`config.mk`:
```
export PLATFORM = sky130hd
export DESIGN_NAME = texture_block_swizzle_recolor_core
export DESIGN_NICKNAME = d
export VERILOG_FILES = /design/src/rtl/tbsr_pkg.sv /design/src/rtl/texture_block_swizzle_recolor_core.sv /design/src/rtl/tbsr_swizzle.sv /design/src/rtl/tbsr_recolor.sv
export SDC_FILE = /design/constraint.sdc
export NUM_CORES = 1
export LEC_CHECK = 0
export ABC_AREA = 1
export BUFFER_PORTS_ARGS = -buffer_cell sky130_fd_sc_hd__buf_2
export CAP_MARGIN = 20
export CORE_UTILIZATION = 50
export CTS_CLUSTER_DIAMETER = 100
export DETAILED_ROUTE_END_ITERATION = 7
export GPL_TIMING_DRIVEN = 0
export PLACE_DENSITY = 0.8
export SETUP_SLACK_MARGIN = 0.5
export SYNTH_ARGS = -nofsm -noshare
export SYNTH_HDL_FRONTEND = slang
export SYNTH_SLANG_ARGS = --single-unit
```
`constraint.sdc`:
```
create_clock -name clk -period 17.48 [get_ports clk]
set_input_delay 1.748 -clock clk [delete_from_list [all_inputs] [get_ports clk]]
set_output_delay 1.748 -clock clk [all_outputs]
set_load 0.05 [all_outputs]
```
`src/rtl/tbsr_pkg.sv`:
```
`default_nettype none

package tbsr_pkg;

  localparam int unsigned MAX_DIM       = 8192;
  localparam int unsigned MAX_TILE_LOG2 = 8;

  localparam int unsigned COORD_W = 13;
  localparam int unsigned BLK_W   = COORD_W - 2;
  localparam int unsigned DIM_W   = 14;
  localparam int unsigned INDEX_W = 26;
  localparam int unsigned LOC_W   = MAX_TILE_LOG2;
  localparam int unsigned K_W     = 4;

  localparam logic [DIM_W-1:0] MAX_DIM_C       = DIM_W'(MAX_DIM);
  localparam logic [K_W-1:0]   MAX_TILE_LOG2_C = K_W'(MAX_TILE_LOG2);

  localparam logic [2:0] CFG_SWZ_SEL      = 3'd0;
  localparam logic [2:0] CFG_CLR_SEL      = 3'd1;
  localparam logic [2:0] CFG_TILE_LOG2    = 3'd2;
  localparam logic [2:0] CFG_IMAGE_WIDTH  = 3'd3;
  localparam logic [2:0] CFG_IMAGE_HEIGHT = 3'd4;

  localparam logic [1:0] SWZ_MORTON    = 2'd0;
  localparam logic [1:0] SWZ_TRANSPOSE = 2'd1;
  localparam logic [1:0] SWZ_COLMAJOR  = 2'd2;
  localparam logic [1:0] SWZ_SCRAMBLE  = 2'd3;

  localparam logic [2:0] CLR_NONE   = 3'd0;
  localparam logic [2:0] CLR_SWAP   = 3'd1;
  localparam logic [2:0] CLR_XOR    = 3'd2;
  localparam logic [2:0] CLR_TINT   = 3'd3;
  localparam logic [2:0] CLR_ROTATE = 3'd4;
  localparam logic [2:0] CLR_CRUSH  = 3'd5;
  localparam logic [2:0] CLR_GRAY   = 3'd6;
  localparam logic [2:0] CLR_INVERT = 3'd7;

  localparam logic [7:0]  XOR_MUL_R  = 8'd17;
  localparam logic [7:0]  XOR_MUL_G  = 8'd29;
  localparam logic [7:0]  XOR_MUL_B  = 8'd13;
  localparam logic [7:0]  CRUSH_MASK = 8'hF0;
  localparam logic [7:0]  FULL_8     = 8'hFF;
  localparam logic [15:0] LUMA_R     = 16'd77;
  localparam logic [15:0] LUMA_G     = 16'd150;
  localparam logic [15:0] LUMA_B     = 16'd29;
  localparam int unsigned TINT_MUL_R = 3;
  localparam int unsigned TINT_MUL_G = 5;
  localparam int unsigned TINT_MUL_B = 7;

  localparam logic [2:0]  RST_SWIZZLE = SWZ_MORTON;
  localparam logic [2:0]  RST_COLOR   = CLR_NONE;
  localparam logic [K_W-1:0]   RST_TILE_LOG2 = K_W'(4);
  localparam logic [DIM_W-1:0] RST_WIDTH     = DIM_W'(1024);
  localparam logic [DIM_W-1:0] RST_HEIGHT    = DIM_W'(1024);

  typedef struct packed {
    logic [COORD_W-1:0] src_x;
    logic [COORD_W-1:0] src_y;
    logic [7:0]         red_in;
    logic [7:0]         green_in;
    logic [7:0]         blue_in;
    logic [7:0]         alpha_in;
  } in_t;

  typedef struct packed {
    logic [COORD_W-1:0] dst_x;
    logic [COORD_W-1:0] dst_y;
    logic [INDEX_W-1:0] dst_index;
    logic               write_enable;
    logic [7:0]         red_out;
    logic [7:0]         green_out;
    logic [7:0]         blue_out;
    logic [7:0]         alpha_out;
  } out_t;

  typedef struct packed {
    logic [1:0]       swz_sel;
    logic [2:0]       clr_sel;
    logic [K_W-1:0]   tile_log2;
    logic [DIM_W-1:0] image_width;
    logic [DIM_W-1:0] image_height;
  } cfg_t;

  typedef struct packed {
    logic [COORD_W-1:0] dst_x;
    logic [COORD_W-1:0] dst_y;
    logic [INDEX_W-1:0] dst_index;
    logic               write_enable;
  } geo_t;

  typedef struct packed {
    logic [7:0] red;
    logic [7:0] green;
    logic [7:0] blue;
    logic [7:0] alpha;
  } pix_t;

endpackage

`default_nettype wire

```
`src/rtl/texture_block_swizzle_recolor_core.sv`:
```
// An accepted request is registered in the input register, and its result then in the output register.
// Throughput: one request per cycle; the input register and the output register
// form a two-stage pipeline that advances whenever the output side is not stalled.
// Reset (synchronous, rst_n low) empties both stages and loads the register
// defaults: Morton swizzle, no recolor, 16-block macrotiles, 1024 x 1024 image.
`default_nettype none

module texture_block_swizzle_recolor_core (
  input  wire logic                         clk,
  input  wire logic                         rst_n,
  input  wire logic                         in_valid,
  output logic                              in_stall,
  input  wire tbsr_pkg::in_t                in_data,
  output logic                              out_valid,
  input  wire logic                         out_stall,
  output tbsr_pkg::out_t                    out_data,
  input  wire logic                         cfg_we,
  input  wire logic [2:0]                   cfg_addr,
  input  wire logic [tbsr_pkg::DIM_W-1:0]   cfg_wdata
);

  tbsr_pkg::cfg_t cfg_r;
  tbsr_pkg::in_t  s0_data_r;
  logic           s0_valid_r;
  tbsr_pkg::out_t out_data_r;
  logic           out_valid_r;
  tbsr_pkg::geo_t geo;
  tbsr_pkg::pix_t pix;
  tbsr_pkg::out_t out_nxt;
  logic           adv_out;
  logic           adv_s0;

  assign adv_out  = !out_valid_r || !out_stall;
  assign adv_s0   = !s0_valid_r || adv_out;
  assign in_stall = !adv_s0;

  always_ff @(posedge clk) begin
    if (!rst_n) begin
      cfg_r.swz_sel      <= tbsr_pkg::RST_SWIZZLE[1:0];
      cfg_r.clr_sel      <= tbsr_pkg::RST_COLOR;
      cfg_r.tile_log2    <= tbsr_pkg::RST_TILE_LOG2;
      cfg_r.image_width  <= tbsr_pkg::RST_WIDTH;
      cfg_r.image_height <= tbsr_pkg::RST_HEIGHT;
    end else if (cfg_we) begin
      unique case (cfg_addr)
        tbsr_pkg::CFG_SWZ_SEL:      cfg_r.swz_sel      <= cfg_wdata[1:0];
        tbsr_pkg::CFG_CLR_SEL:      cfg_r.clr_sel      <= cfg_wdata[2:0];
        tbsr_pkg::CFG_TILE_LOG2:    cfg_r.tile_log2    <= cfg_wdata[tbsr_pkg::K_W-1:0];
        tbsr_pkg::CFG_IMAGE_WIDTH:  cfg_r.image_width  <= cfg_wdata;
        tbsr_pkg::CFG_IMAGE_HEIGHT: cfg_r.image_height <= cfg_wdata;
        default: begin
        end
      endcase
    end
  end

  always_ff @(posedge clk) begin
    if (!rst_n) begin
      s0_valid_r  <= 1'b0;
      out_valid_r <= 1'b0;
    end else begin
      if (adv_s0) begin
        s0_valid_r <= in_valid;
      end
      if (adv_out) begin
        out_valid_r <= s0_valid_r;
      end
    end
  end

  always_ff @(posedge clk) begin
    if (adv_s0 && in_valid) begin
      s0_data_r <= in_data;
    end
    if (adv_out && s0_valid_r) begin
      out_data_r <= out_nxt;
    end
  end

  tbsr_swizzle u_swizzle (
    .cfg    (cfg_r),
    .pix_in (s0_data_r),
    .geo    (geo)
  );

  tbsr_recolor u_recolor (
    .clr_sel (cfg_r.clr_sel),
    .pix_in  (s0_data_r),
    .pix_out (pix)
  );

  always_comb begin
    out_nxt.dst_x        = geo.dst_x;
    out_nxt.dst_y        = geo.dst_y;
    out_nxt.dst_index    = geo.dst_index;
    out_nxt.write_enable = geo.write_enable;
    out_nxt.red_out      = pix.red;
    out_nxt.green_out    = pix.green;
    out_nxt.blue_out     = pix.blue;
    out_nxt.alpha_out    = pix.alpha;
  end

  assign out_valid = out_valid_r;
  assign out_data  = out_data_r;

  // An accepted request always lands in the input stage.
  a_accept_fills_s0: assert property (@(posedge clk) disable iff (!rst_n)
    in_valid && !in_stall |=> s0_valid_r)
    else $error("accepted request did not reach the input stage");

  // A result held by a stall is not dropped.
  a_stall_holds_result: assert property (@(posedge clk) disable iff (!rst_n)
    out_valid && out_stall |=> out_valid)
    else $error("stalled result was dropped");

  // A result without a write carries a zero destination.
  a_no_write_zero_dst: assert property (@(posedge clk) disable iff (!rst_n)
    out_valid && !out_data.write_enable |->
      out_data.dst_x == '0 && out_data.dst_y == '0 && out_data.dst_index == '0)
    else $error("destination not cleared on a result without a write");

  // The input stage is never stalled while the output side can move.
  a_no_false_stall: assert property (@(posedge clk) disable iff (!rst_n)
    in_stall |-> s0_valid_r && out_valid_r && out_stall)
    else $error("input stalled with room in the pipeline");

endmodule

`default_nettype wire

```
`src/rtl/tbsr_swizzle.sv`:
```
`default_nettype none

module tbsr_swizzle (
  input  wire tbsr_pkg::cfg_t  cfg,
  input  wire tbsr_pkg::in_t   pix_in,
  output tbsr_pkg::geo_t       geo
);

  localparam int unsigned LW  = tbsr_pkg::LOC_W;
  localparam int unsigned BW  = tbsr_pkg::BLK_W;
  localparam int unsigned CW  = tbsr_pkg::COORD_W;
  localparam int unsigned DW  = tbsr_pkg::DIM_W;
  localparam int unsigned IW  = tbsr_pkg::INDEX_W;
  localparam int unsigned KW  = tbsr_pkg::K_W;
  localparam int unsigned PW  = CW + DW;

  logic [KW-1:0]   k;
  logic [LW-1:0]   tmask;
  logic [BW-1:0]   bx;
  logic [BW-1:0]   by;
  logic [LW-1:0]   lx;
  logic [LW-1:0]   ly;
  logic [2*LW-1:0] morton;
  logic [LW-1:0]   rev_x;
  logic [LW-1:0]   rev_y;
  logic [LW-1:0]   nx;
  logic [LW-1:0]   ny;
  logic [BW-1:0]   dbx;
  logic [BW-1:0]   dby;
  logic [DW-1:0]   w_sat;
  logic [DW-1:0]   h_sat;
  logic [DW-3:0]   w_blk;
  logic [DW-3:0]   h_blk;
  logic            we;
  logic [CW-1:0]   dx;
  logic [CW-1:0]   dy;
  logic [PW-1:0]   prod;

  always_comb begin
    if (cfg.tile_log2 == '0) begin
      k = KW'(1);
    end else if (cfg.tile_log2 > tbsr_pkg::MAX_TILE_LOG2_C) begin
      k = tbsr_pkg::MAX_TILE_LOG2_C;
    end else begin
      k = cfg.tile_log2;
    end
  end

  assign tmask = LW'(((LW+1)'(1) << k) - (LW+1)'(1));
  assign bx    = pix_in.src_x[CW-1:2];
  assign by    = pix_in.src_y[CW-1:2];
  assign lx    = bx[LW-1:0] & tmask;
  assign ly    = by[LW-1:0] & tmask;

  always_comb begin
    for (int i = 0; i < LW; i++) begin
      morton[2*i]     = lx[i];
      morton[2*i + 1] = ly[i];
      rev_x[LW-1-i]   = lx[i];
      rev_y[LW-1-i]   = ly[i];
    end
  end

  always_comb begin
    case (cfg.swz_sel)
      tbsr_pkg::SWZ_MORTON: begin
        nx = morton[LW-1:0] & tmask;
        ny = LW'(morton >> k);
      end
      tbsr_pkg::SWZ_SCRAMBLE: begin
        nx = rev_x >> (KW'(LW) - k);
        ny = rev_y >> (KW'(LW) - k);
      end
      default: begin
        nx = ly;
        ny = lx;
      end
    endcase
  end

  assign dbx   = (bx & ~BW'(tmask)) | BW'(nx);
  assign dby   = (by & ~BW'(tmask)) | BW'(ny);
  assign w_sat = (cfg.image_width > tbsr_pkg::MAX_DIM_C) ? tbsr_pkg::MAX_DIM_C
                                                         : cfg.image_width;
  assign h_sat = (cfg.image_height > tbsr_pkg::MAX_DIM_C) ? tbsr_pkg::MAX_DIM_C
                                                          : cfg.image_height;
  assign w_blk = w_sat[DW-1:2];
  assign h_blk = h_sat[DW-1:2];

  assign we = ((DW-2)'(bx) < w_blk) && ((DW-2)'(by) < h_blk) &&
              ((DW-2)'(dbx) < w_blk) && ((DW-2)'(dby) < h_blk);

  assign dx   = {dbx, pix_in.src_x[1:0]};
  assign dy   = {dby, pix_in.src_y[1:0]};
  assign prod = PW'(dy) * PW'(w_sat) + PW'(dx);

  always_comb begin
    if (we) begin
      geo.dst_x     = dx;
      geo.dst_y     = dy;
      geo.dst_index = prod[IW-1:0];
    end else begin
      geo.dst_x     = '0;
      geo.dst_y     = '0;
      geo.dst_index = '0;
    end
    geo.write_enable = we;
  end

endmodule

`default_nettype wire

```
`src/rtl/tbsr_recolor.sv`:
```
`default_nettype none

module tbsr_recolor (
  input  wire logic [2:0]    clr_sel,
  input  wire tbsr_pkg::in_t pix_in,
  output tbsr_pkg::pix_t     pix_out
);

  localparam int unsigned BW = tbsr_pkg::BLK_W;
  localparam int unsigned CW = tbsr_pkg::COORD_W;

  logic [BW-1:0] bx;
  logic [BW-1:0] by;
  logic [7:0]    r;
  logic [7:0]    g;
  logic [7:0]    b;
  logic [7:0]    a;
  logic [BW:0]   bsum;
  logic [4:0]    fold1;
  logic [2:0]    fold2;
  logic [1:0]    q;
  logic [14:0]   tint_r;
  logic [14:0]   tint_g;
  logic [14:0]   tint_b;
  logic [15:0]   luma;

  assign bx = pix_in.src_x[CW-1:2];
  assign by = pix_in.src_y[CW-1:2];
  assign r  = pix_in.red_in;
  assign g  = pix_in.green_in;
  assign b  = pix_in.blue_in;
  assign a  = pix_in.alpha_in;

  // Residue mod 3: even bit positions weigh 1, odd ones weigh 2.
  assign bsum = (BW+1)'(bx) + (BW+1)'(by);

  always_comb begin
    fold1 = '0;
    for (int i = 0; i <= BW; i++) begin
      fold1 = fold1 + ((i % 2 == 0) ? 5'(bsum[i]) : 5'({bsum[i], 1'b0}));
    end
    fold2 = 3'(fold1[0]) + 3'(fold1[2]) + 3'(fold1[4]) +
            3'({fold1[1], 1'b0}) + 3'({fold1[3], 1'b0});
    if (fold2 >= 3'd6) begin
      q = 2'(fold2 - 3'd6);
    end else if (fold2 >= 3'd3) begin
      q = 2'(fold2 - 3'd3);
    end else begin
      q = fold2[1:0];
    end
  end

  assign tint_r = 15'(r) + 15'(bx) * 15'(tbsr_pkg::TINT_MUL_R);
  assign tint_g = 15'(g) + 15'(by) * 15'(tbsr_pkg::TINT_MUL_G);
  assign tint_b = 15'(b) + 15'(bx ^ by) * 15'(tbsr_pkg::TINT_MUL_B);
  assign luma   = 16'(r) * tbsr_pkg::LUMA_R + 16'(g) * tbsr_pkg::LUMA_G +
                  16'(b) * tbsr_pkg::LUMA_B;

  always_comb begin
    pix_out.red   = r;
    pix_out.green = g;
    pix_out.blue  = b;
    pix_out.alpha = a;
    case (clr_sel)
      tbsr_pkg::CLR_SWAP: begin
        pix_out.red   = b;
        pix_out.green = r;
        pix_out.blue  = g;
      end
      tbsr_pkg::CLR_XOR: begin
        pix_out.red   = r ^ 8'(bx[7:0] * tbsr_pkg::XOR_MUL_R);
        pix_out.green = g ^ 8'(by[7:0] * tbsr_pkg::XOR_MUL_G);
        pix_out.blue  = b ^ 8'((bx[7:0] + by[7:0]) * tbsr_pkg::XOR_MUL_B);
      end
      tbsr_pkg::CLR_TINT: begin
        pix_out.red   = (tint_r > 15'(tbsr_pkg::FULL_8)) ? tbsr_pkg::FULL_8 : tint_r[7:0];
        pix_out.green = (tint_g > 15'(tbsr_pkg::FULL_8)) ? tbsr_pkg::FULL_8 : tint_g[7:0];
        pix_out.blue  = (tint_b > 15'(tbsr_pkg::FULL_8)) ? tbsr_pkg::FULL_8 : tint_b[7:0];
      end
      tbsr_pkg::CLR_ROTATE: begin
        if (q == 2'd1) begin
          pix_out.red   = g;
          pix_out.green = b;
          pix_out.blue  = r;
        end else if (q == 2'd2) begin
          pix_out.red   = b;
          pix_out.green = r;
          pix_out.blue  = g;
        end
      end
      tbsr_pkg::CLR_CRUSH: begin
        pix_out.red   = r & tbsr_pkg::CRUSH_MASK;
        pix_out.green = g & tbsr_pkg::CRUSH_MASK;
        pix_out.blue  = b & tbsr_pkg::CRUSH_MASK;
      end
      tbsr_pkg::CLR_GRAY: begin
        pix_out.red   = luma[15:8];
        pix_out.green = luma[15:8];
        pix_out.blue  = luma[15:8];
        pix_out.alpha = tbsr_pkg::FULL_8;
      end
      tbsr_pkg::CLR_INVERT: begin
        pix_out.red   = ~r;
        pix_out.green = ~g;
        pix_out.blue  = ~b;
      end
      default: begin
        pix_out.alpha = a;
      end
    endcase
  end

endmodule

`default_nettype wire
```
Word level (Yosys, flattened, before mapping)
Index checks and enable logic that the tools add are counted.
{"block": "classes", "n_mul": 10, "n_reduce_logical": 19, "n_addsub": 27, "eq_ne": 14, "shift": 4, "bitwise_logic": 15, "muxes": 14, "n_lt_le_gt_ge": 12}
{"op": "case mux 24 bit (7 select lines)", "count": 1}
{"op": "< comparator 11 x 12 -> 1 bit", "count": 4}
{"op": "2-to-1 mux 24 bit", "count": 2}
{"op": "> comparator 15 x 8 -> 1 bit (second input constant)", "count": 3}
{"op": "case mux 8 bit (2 select lines)", "count": 2}
{"op": "multiplier 8 x 7 -> 15 bit (second input constant)", "count": 2}
{"op": "> comparator 14 bit (second input constant)", "count": 2}
{"op": "2-to-1 mux 14 bit", "count": 2}
{"op": "adder 26 x 13 -> 26 bit", "count": 1}
{"op": "multiplier 13 x 14 -> 26 bit", "count": 1}
{"op": "adder 5 x 1 -> 5 bit", "count": 5}
{"op": "adder 5 x 2 -> 5 bit", "count": 5}
{"op": "bitwise AND 8 bit", "count": 3}
{"op": "2-to-1 mux 8 bit", "count": 3}
{"op": "inverter 8 bit", "count": 3}
{"op": "XOR 8 bit", "count": 3}
{"op": "bitwise AND 11 bit", "count": 2}
{"op": "bitwise OR 11 x 8 -> 11 bit", "count": 2}
{"op": "adder 15 x 16 -> 16 bit", "count": 1}
{"op": "adder 16 x 13 -> 16 bit", "count": 1}
{"op": "multiplier 8 x 5 -> 8 bit (second input constant)", "count": 2}
{"op": ">> shifter 16 x 4 -> 8 bit", "count": 1}
{"op": ">> shifter 8 x 4 -> 8 bit", "count": 2}
{"op": "adder 8 x 14 -> 15 bit", "count": 1}
{"op": "36 further kinds", "count": 61}
{"block": "totals", "output_inout_bits": 87, "in_bits": 80, "regBits": 182, "wordCells": 136}

Logic depth before layout (Yosys ltp)
Gate-level depths: netlist of run 1.
{"block": "logic_depth", "word_depth": 23, "depth_mapped": 52, "mapped_depth_nobuf": 48}

By module
From an unflattened synthesis of run 1, not the netlist that was laid out.
{"block": "hier_totals", "hier_cells": 3201, "hier_area_um2": 25152.9}
{"mod": "tbsr_recolor", "seq_area_each_um2": 0.0, "area_each_um2": 10380.0, "cells_each": 1524, "instances": 1}
{"mod": "tbsr_swizzle", "seq_area_each_um2": 0.0, "area_each_um2": 8843.5, "cells_each": 1292, "instances": 1}
{"mod": "texture_block_swizzle_recolor_core", "seq_area_each_um2": 5074.9, "area_each_um2": 5929.4, "cells_each": 385, "instances": 1}

Least setup slack after synthesis of run 1
OpenSTA, ideal clock, no wires.
{"block": "synth_timing", "path_type": "register -> register", "start": "register cfg_r[31] (netlist bit)", "end": "register out_data_r, in the netlist out_data[52] (data pin)", "setup_ns": 0.260, "t_required_ns": 17.220, "path_buffers": 4, "t_arrival_ns": 7.986, "slack_ns": 9.234, "path_stages_with_launch": 51, "synth_period_minus_slack_ns": 8.246, "path_cell_list": "dfxtp_1 > buf_6 > inv_6 > nand3_2 > nand2_4 > inv_2 > buf_6 > buf_6 > ha_1 > ha_1 > nand2_2 > ha_1 > nor2_1 > nand2_1 > nand2_2 > nand2_2 > nand2_1 > and2_4 > [15 not listed] > fa_1 > inv_1 > fa_1 > inv_1 > fa_1 > inv_1 > ha_1 > nand2_1 > o21ai_0 > nand2_1 > o211ai_1 > a31oi_1 > o21ai_0 > nand2_1 > nand3_1 > a21boi_0 > xnor2_1 > nor2_4"}
{"block": "synth_between", "elab_chain_cells": 12, "elab_cells_between_ends": 26, "classes_between": "add/sub (3); mul (1); order compare (3); shift (4); mux (4); bitwise (8); reduce/logical (3)"}
{"element": "start: declaration", "line": "texture_block_swizzle_recolor_core.sv:22", "text": "tbsr_pkg::cfg_t cfg_r;"}
{"element": "> comparator 4 bit", "line": "tbsr_swizzle.sv:42", "text": "end else if (cfg.tile_log2 > tbsr_pkg::MAX_TILE_LOG2_C) begin"}
{"element": "2-to-1 mux 4 bit", "line": "tbsr_swizzle.sv:42"}
{"element": "2-to-1 mux 4 bit *", "line": "tbsr_swizzle.sv:40", "text": "if (cfg.tile_log2 == '0) begin"}
{"element": "branches (longest 9 deep; another with multiplier 13 x 14 -> 26 bit)"}
{"element": "end signal: assignment", "line": "texture_block_swizzle_recolor_core.sv:76", "text": "out_data_r <= out_nxt;"}
{"element": "end: declaration", "line": "texture_block_swizzle_recolor_core.sv:25", "text": "tbsr_pkg::out_t out_data_r;"}
Every way passes the cells marked *.
A chain may end at the register's enable or synchronous reset.

Worst setup path in the final report of run 1
Ends and elaborated chain as after synthesis.

==> results of run 1 <==
## worst max-delay path, delay by kind of cell (launching register included)
| family | cells | cell delay (ps) |
|---|---|---|
| simple gates | 17 | 1860 |
| flops | 1 | 320 |
| xor+xnor | 1 | 220 |
| compound gates | 6 | 1270 |
| buf+inv | 12 | 1750 |
| fa+ha+maj | 10 | 4280 |
## cell families (layout without fill, tap and decap cells)
| logic type | count (synthesis) | count (layout) | share of synthesized area, % |
|---|---|---|---|
| adders and majority gates | 579 | 579 | 37.77 |
| other | 0 | 2 | 0 |
| xor gates and xnor gates | 96 | 96 | 3.493 |
| DFF | 182 | 182 | 21.08 |
| and+or+nand+nor | 868 | 868 | 16.56 |
| buffers and inverters | 613 | 813 | 10.10 |
| AOI/OAI and AO/OA | 439 | 439 | 10.99 |
## path summary, 6_finish.rpt
| path | startpoint | end | slack [ps] | cells after the start |
|---|---|---|---|---|
| worst min register to register | cfg_r[21] | cfg_r[21] | 470 | 2 |
| worst max register to register | cfg_r[31] | out_data[52] | 7520 | 46 |
| worst min-delay path | cfg_r[21] | cfg_r[21] | 470 | 2 |
| worst max-delay path | cfg_r[31] | out_data[52] | 7520 | 46 |
## metal layers
layer	vias up	track usage [%]	share of wire [%]
met4	2	12.86	4.5
met2	969	45.85	45
met1	9701	37.70	41
li1	9432	-	-
met3	201	6.148	8.8
met5	-	0	0.019
## area by class of cell
type                       instances  area (µm²)
sequential                       182        5075
multi-input combinational       1982       16570
tap                              615       769.5
antenna                            2       5.005
clock inverter                    14       229.0
buffer                            61       354.1
timing repair buffer             168       893.4
fill                            4192       21240
clock buffer                      18       429.2
inverter                         552        2079
## synth_stat cells, types with 9 or more instances
cell and instances:
inv_1 533, nand2_1 436, ha_1 333, fa_1 246, nor2_1 203, a21oi_1 145
edfxtp_1 143, o21ai_0 127, nand3_1 84, xor2_1 60, o211ai_1 59, nor2_4 50
clkbuf_1 43, dfxtp_1 39, xnor2_1 36, nor3_1 30, nand4_1 18, a31oi_1 16
or2_2 12, inv_2 11, nand2_2 11, o22ai_1 11, a211oi_1 9, a41oi_1 9
## registers in the layout, summed over array words and instances, names as in the netlist
register / cells
cfg_r: 37
out_data: 85
out_valid: 1
s0_data_r: 58
s0_valid_r: 1
## per-stage QoR
stage / hold WS [ps] / util (%) / cell area, µm² / std cells / setup slack (ps)
CTS: 470.8 / 55.42 / 26400 / 3592 / 7663
global placement: 461.4 / 53.87 / 25660 / 3557 / 7807
finish: 470.1 / 55.43 / 26410 / 3594 / 7515
floorplan: 444.1 / - / 24070 / 2777 / 9234
detailed placement: 459.5 / 54.04 / 25750 / 3560 / 7761
global route: 495.6 / 55.43 / 26410 / 3594 / 7005
==> flow_summary.json, run 1 <==
{
  "critPathSlowestCell": "fa_1",
  "netlist.top_cell.by_area": "fa_1",
  "ys.warnings.count": 0,
  "slew_violations": 0,
  "ys_types": 62,
  "drt_wl_total_um": 68280,
  "cp_max_fo": 11,
  "status": "complete, no violations",
  "synthTopCellsByArea": "fa_1 (20%), edfxtp_1 (18%), ha_1 (17%), inv_1 (8.3%), nand2_1 (6.8%)",
  "cts_tree": "built",
  "skew_ps": 15.57,
  "coreArea_um2": 47650,
  "via_count": 20310,
  "gp_congestion": 1.017,
  "die_h_um": 221.4,
  "post_drt_wl_per_cell_um": 19.00,
  "fin_tns_setup_ps": 0,
  "drive_above_1_share_pct": 10.58,
  "fmax_mhz": 100.4,
  "grt_pass1_wl_um": 108600,
  "drc": 0,
  "async_flop_share_pct": 0,
  "critPathKind": "flip-flop to flip-flop",
  "setup_viol": 0,
  "initial_utilization_pct": 50.52,
  "max_stage_delay_ps": 540,
  "seq_area_frac_synth_pct": 21.08,
  "num_io_pins": 167,
  "syn_inst": 2777,
  "synth-main-ff-cell": "edfxtp_1",
  "netlist_area_um2": 24070,
  "fin_nets": 3623,
  "drt_first_pass_iters": 7,
  "grt_use_total_pct": 28.79,
  "cts_resized": 0,
  "globalRouteOverflowTotal": 0,
  "drt_iter0_markers": 1963,
  "cap_violations": 0,
  "critPathArrivalTime_ps": 10230,
  "clk_pin_slew_ps": 70,
  "syn-num-nets": 3436,
  "timing.final.crit_share_pct": 57.01,
  "critical_path.startpoint_type": "flip-flop",
  "io_buffers": 165,
  "fin_crit_ps": 9965,
  "netlist.area_leader.share_pct": 20.46,
  "viasPerCell": 5.650,
  "cts_htree_levels": 4,
  "area_growth_syn_to_layout_pct": 9.721,
  "rows": 80,
  "final_common_cell": "inv_1",
  "rsz0062_at_grt": "false",
  "mostFrequentLayoutCells": "inv_1 (532), nand2_1 (436), ha_1 (333), fa_1 (246), nor2_1 (203)",
  "clk_path_buf_depth": 2,
  "tightest_slew_ps": 1254,
  "hold_viol": 0,
  "ant_nets": 0,
  "relSlewSlack_pct": 16.41,
  "path_common_cell": "nand2_1",
  "clockRootBuffer": "clkbuf_16",
  "hpwlAfterDp_um": 54520,
  "clock_latency_ps": 520,
  "grt_max_degree": 59,
  "clkSinkCount": 182,
  "synth_edf_count": 143,
  "ys_seq_elements": 182,
  "die_w_um": 221.4,
  "cts-hold-fix-buffers": 0,
  "crit_required_ps": 17740,
  "cts_made_buffers": 17,
  "antenna_found_initial": 3,
  "grt_pass1_vias": 19960,
  "die_area_um2": 49020,
  "syn_area_per_cell_um2": 8.667,
  "post_cts_buffers": 0,
  "hp-class": "flip-flop to flip-flop",
  "critPathCaptureType": "flip-flop"
}
Power of run 1 is not shown: default switching activity piles up to over one toggle a cycle in this logic, so the estimate is an artifact.
==> run 2, diff against run 1 <==
- clock period: 17.48 -> 10.3 ns (I/O delays scaled with it)
==> run 2 against run 1 <==
Effect of this change: hold slack hardly changed; routed wire length increased by 0.22%; critical path depth grew 3; worst setup slack worse by 6600 ps; design area about the same; maximum frequency is 6.4% higher; largest cell class unchanged.
==> flow_summary.json, run 2 (synthesized netlist as in run 1, its figures left out) <==
{
  "setup_viol": 0,
  "r2r-end": "out_data[52]",
  "hold_viol": 0,
  "clockRootBuffer": "clkbuf_16",
  "min_to": "cfg_r[21]",
  "path_common_cell": "nand2_1",
  "largest_register_ffs": 85,
  "antenna_found_initial": 3,
  "critPathCaptureType": "flip-flop",
  "timing.final.crit_share_pct": 90.97,
  "clk_path_buf_depth": 2,
  "grt_pass1_vias": 19970,
  "max_stage_delay_ps": 540,
  "mostFrequentLayoutCells": "inv_1 (532), nand2_1 (436), ha_1 (332), fa_1 (246), nor2_1 (202)",
  "num_io_pins": 167,
  "ff2ff_path_depth": 49,
  "grt_use_total_pct": 28.80,
  "post_drt_wl_per_cell_um": 19.04,
  "fillers": 4185,
  "drt_first_pass_iters": 8,
  "skew_ps": 14.47,
  "clk_pin_slew_ps": 70,
  "slew_violations": 0,
  "critPathSlowestCell": "fa_1",
  "viasPerCell": 5.645,
  "drc": 0,
  "r2r_slack_ps": 930,
  "clkSinkCount": 182,
  "min_from": "cfg_r[21]",
  "grt_pass1_wl_um": 108600,
  "status": "complete, no violations",
  "hpwlAfterDp_um": 54520,
  "fin_tns_setup_ps": 0,
  "critical_path.startpoint_type": "flip-flop",
  "cap_violations": 0,
  "coreArea_um2": 47650,
  "hp-class": "flip-flop to flip-flop",
  "die_w_um": 221.4,
  "die_area_um2": 49020,
  "via_count": 20290,
  "drive_above_1_share_pct": 10.85,
  "critPathKind": "flip-flop to flip-flop",
  "gp_congestion": 1.017,
  "die_h_um": 221.4,
  "grt_max_degree": 59,
  "rows": 80,
  "ant_nets": 0,
  "fin_nets": 3623,
  "worstReg2RegStart": "cfg_r[31]",
  "crit_required_ps": 10570,
  "cts_htree_levels": 4,
  "cp_max_fo": 11,
  "tightest_slew_ps": 1238,
  "fin_crit_ps": 9369,
  "rsz0062_at_grt": "false",
  "fmax_mhz": 106.7,
  "initial_utilization_pct": 50.52,
  "drt_iter0_markers": 1885,
  "io_buffers": 165,
  "area_growth_syn_to_layout_pct": 9.830,
  "cts_tree": "built",
  "globalRouteOverflowTotal": 0,
  "final_common_cell": "inv_1",
  "critPathArrivalTime_ps": 9640,
  "cts_made_buffers": 17,
  "clock_latency_ps": 520,
  "worst_hold_path.num_cells": 2,
  "relSlewSlack_pct": 17.50,
  "drt_wl_total_um": 68430
}
## run 2: cell count changes in the layout (fill, tap and decap cells not counted), sizes merged
cell,before,now
clkbuf,61,62
buf,186,185
## run 2: stage by stage
step,setup WS (ps),instance area (µm²),std cells,hold WS [ps],utilization [%]
6_report,930.5,26440,3594,469.7,55.48
5_1_grt,491.6,26440,3594,495.6,55.48
4_1_cts,675.8,26410,3592,470.8,55.42
3_5_place_dp,580.9,25750,3560,459.5,54.04
3_3_place_gp,626.7,25660,3557,461.4,53.87
2_1_floorplan,2054,24070,2777,444.1,-
## run 2: repair_timing
action | CTS | global route
hold buffers | 0 | 0
buffers inserted | 0 | 0
setup endpoints to repair | 1 | 9
gates resized for setup | 1 | 15
## run 2: worst max-delay path: cells and delay by family (launching register included)
family	cells	cell delay, ps
and+or+nand+nor	18	1860
DFF	1	320
buffers and inverters	14	1490
xor gates and xnor gates	1	210
AOI/OAI and AO/OA	6	1020
adders and majority gates	10	4190
## run 2: per-layer routing
metal | vias to the layer above | share of wire [%] | track usage (%)
met5 | - | 0.019 | 0
met4 | 2 | 4.3 | 12.86
met3 | 188 | 9.2 | 6.148
met2 | 1027 | 46 | 45.87
met1 | 9639 | 41 | 37.70
li1 | 9433 | - | -
## run 2: final cells by class
| cell class | instances | area (µm²) | area share [%] |
|---|---|---|---|
| multi-input cells | 1982 | 16590 | 62.76 |
| diodes | 2 | 5.005 | 0.01893 |
| inverters | 552 | 2079 | 7.866 |
| clock buffers | 18 | 429.2 | 1.623 |
| well taps | 615 | 769.5 | 2.911 |
| plain buffers | 61 | 362.8 | 1.373 |
| repair buffers | 168 | 893.4 | 3.379 |
| flip-flops and latches | 182 | 5076 | 19.20 |
| clock inverters | 14 | 229.0 | 0.8661 |
## run 2: how the worst max path moves through the flow
stage / start / end / cells past startpoint
floorplan: cfg_r[31] / out_data[52] / 50
global placement: cfg_r[31] / out_data[52] / 46
detailed placement: cfg_r[31] / out_data[52] / 46
CTS: cfg_r[29] / out_data[52] / 46
global route: cfg_r[31] / out_data[52] / 49
finish: cfg_r[31] / out_data[52] / 49
Power of run 2 is left out for the same reason.
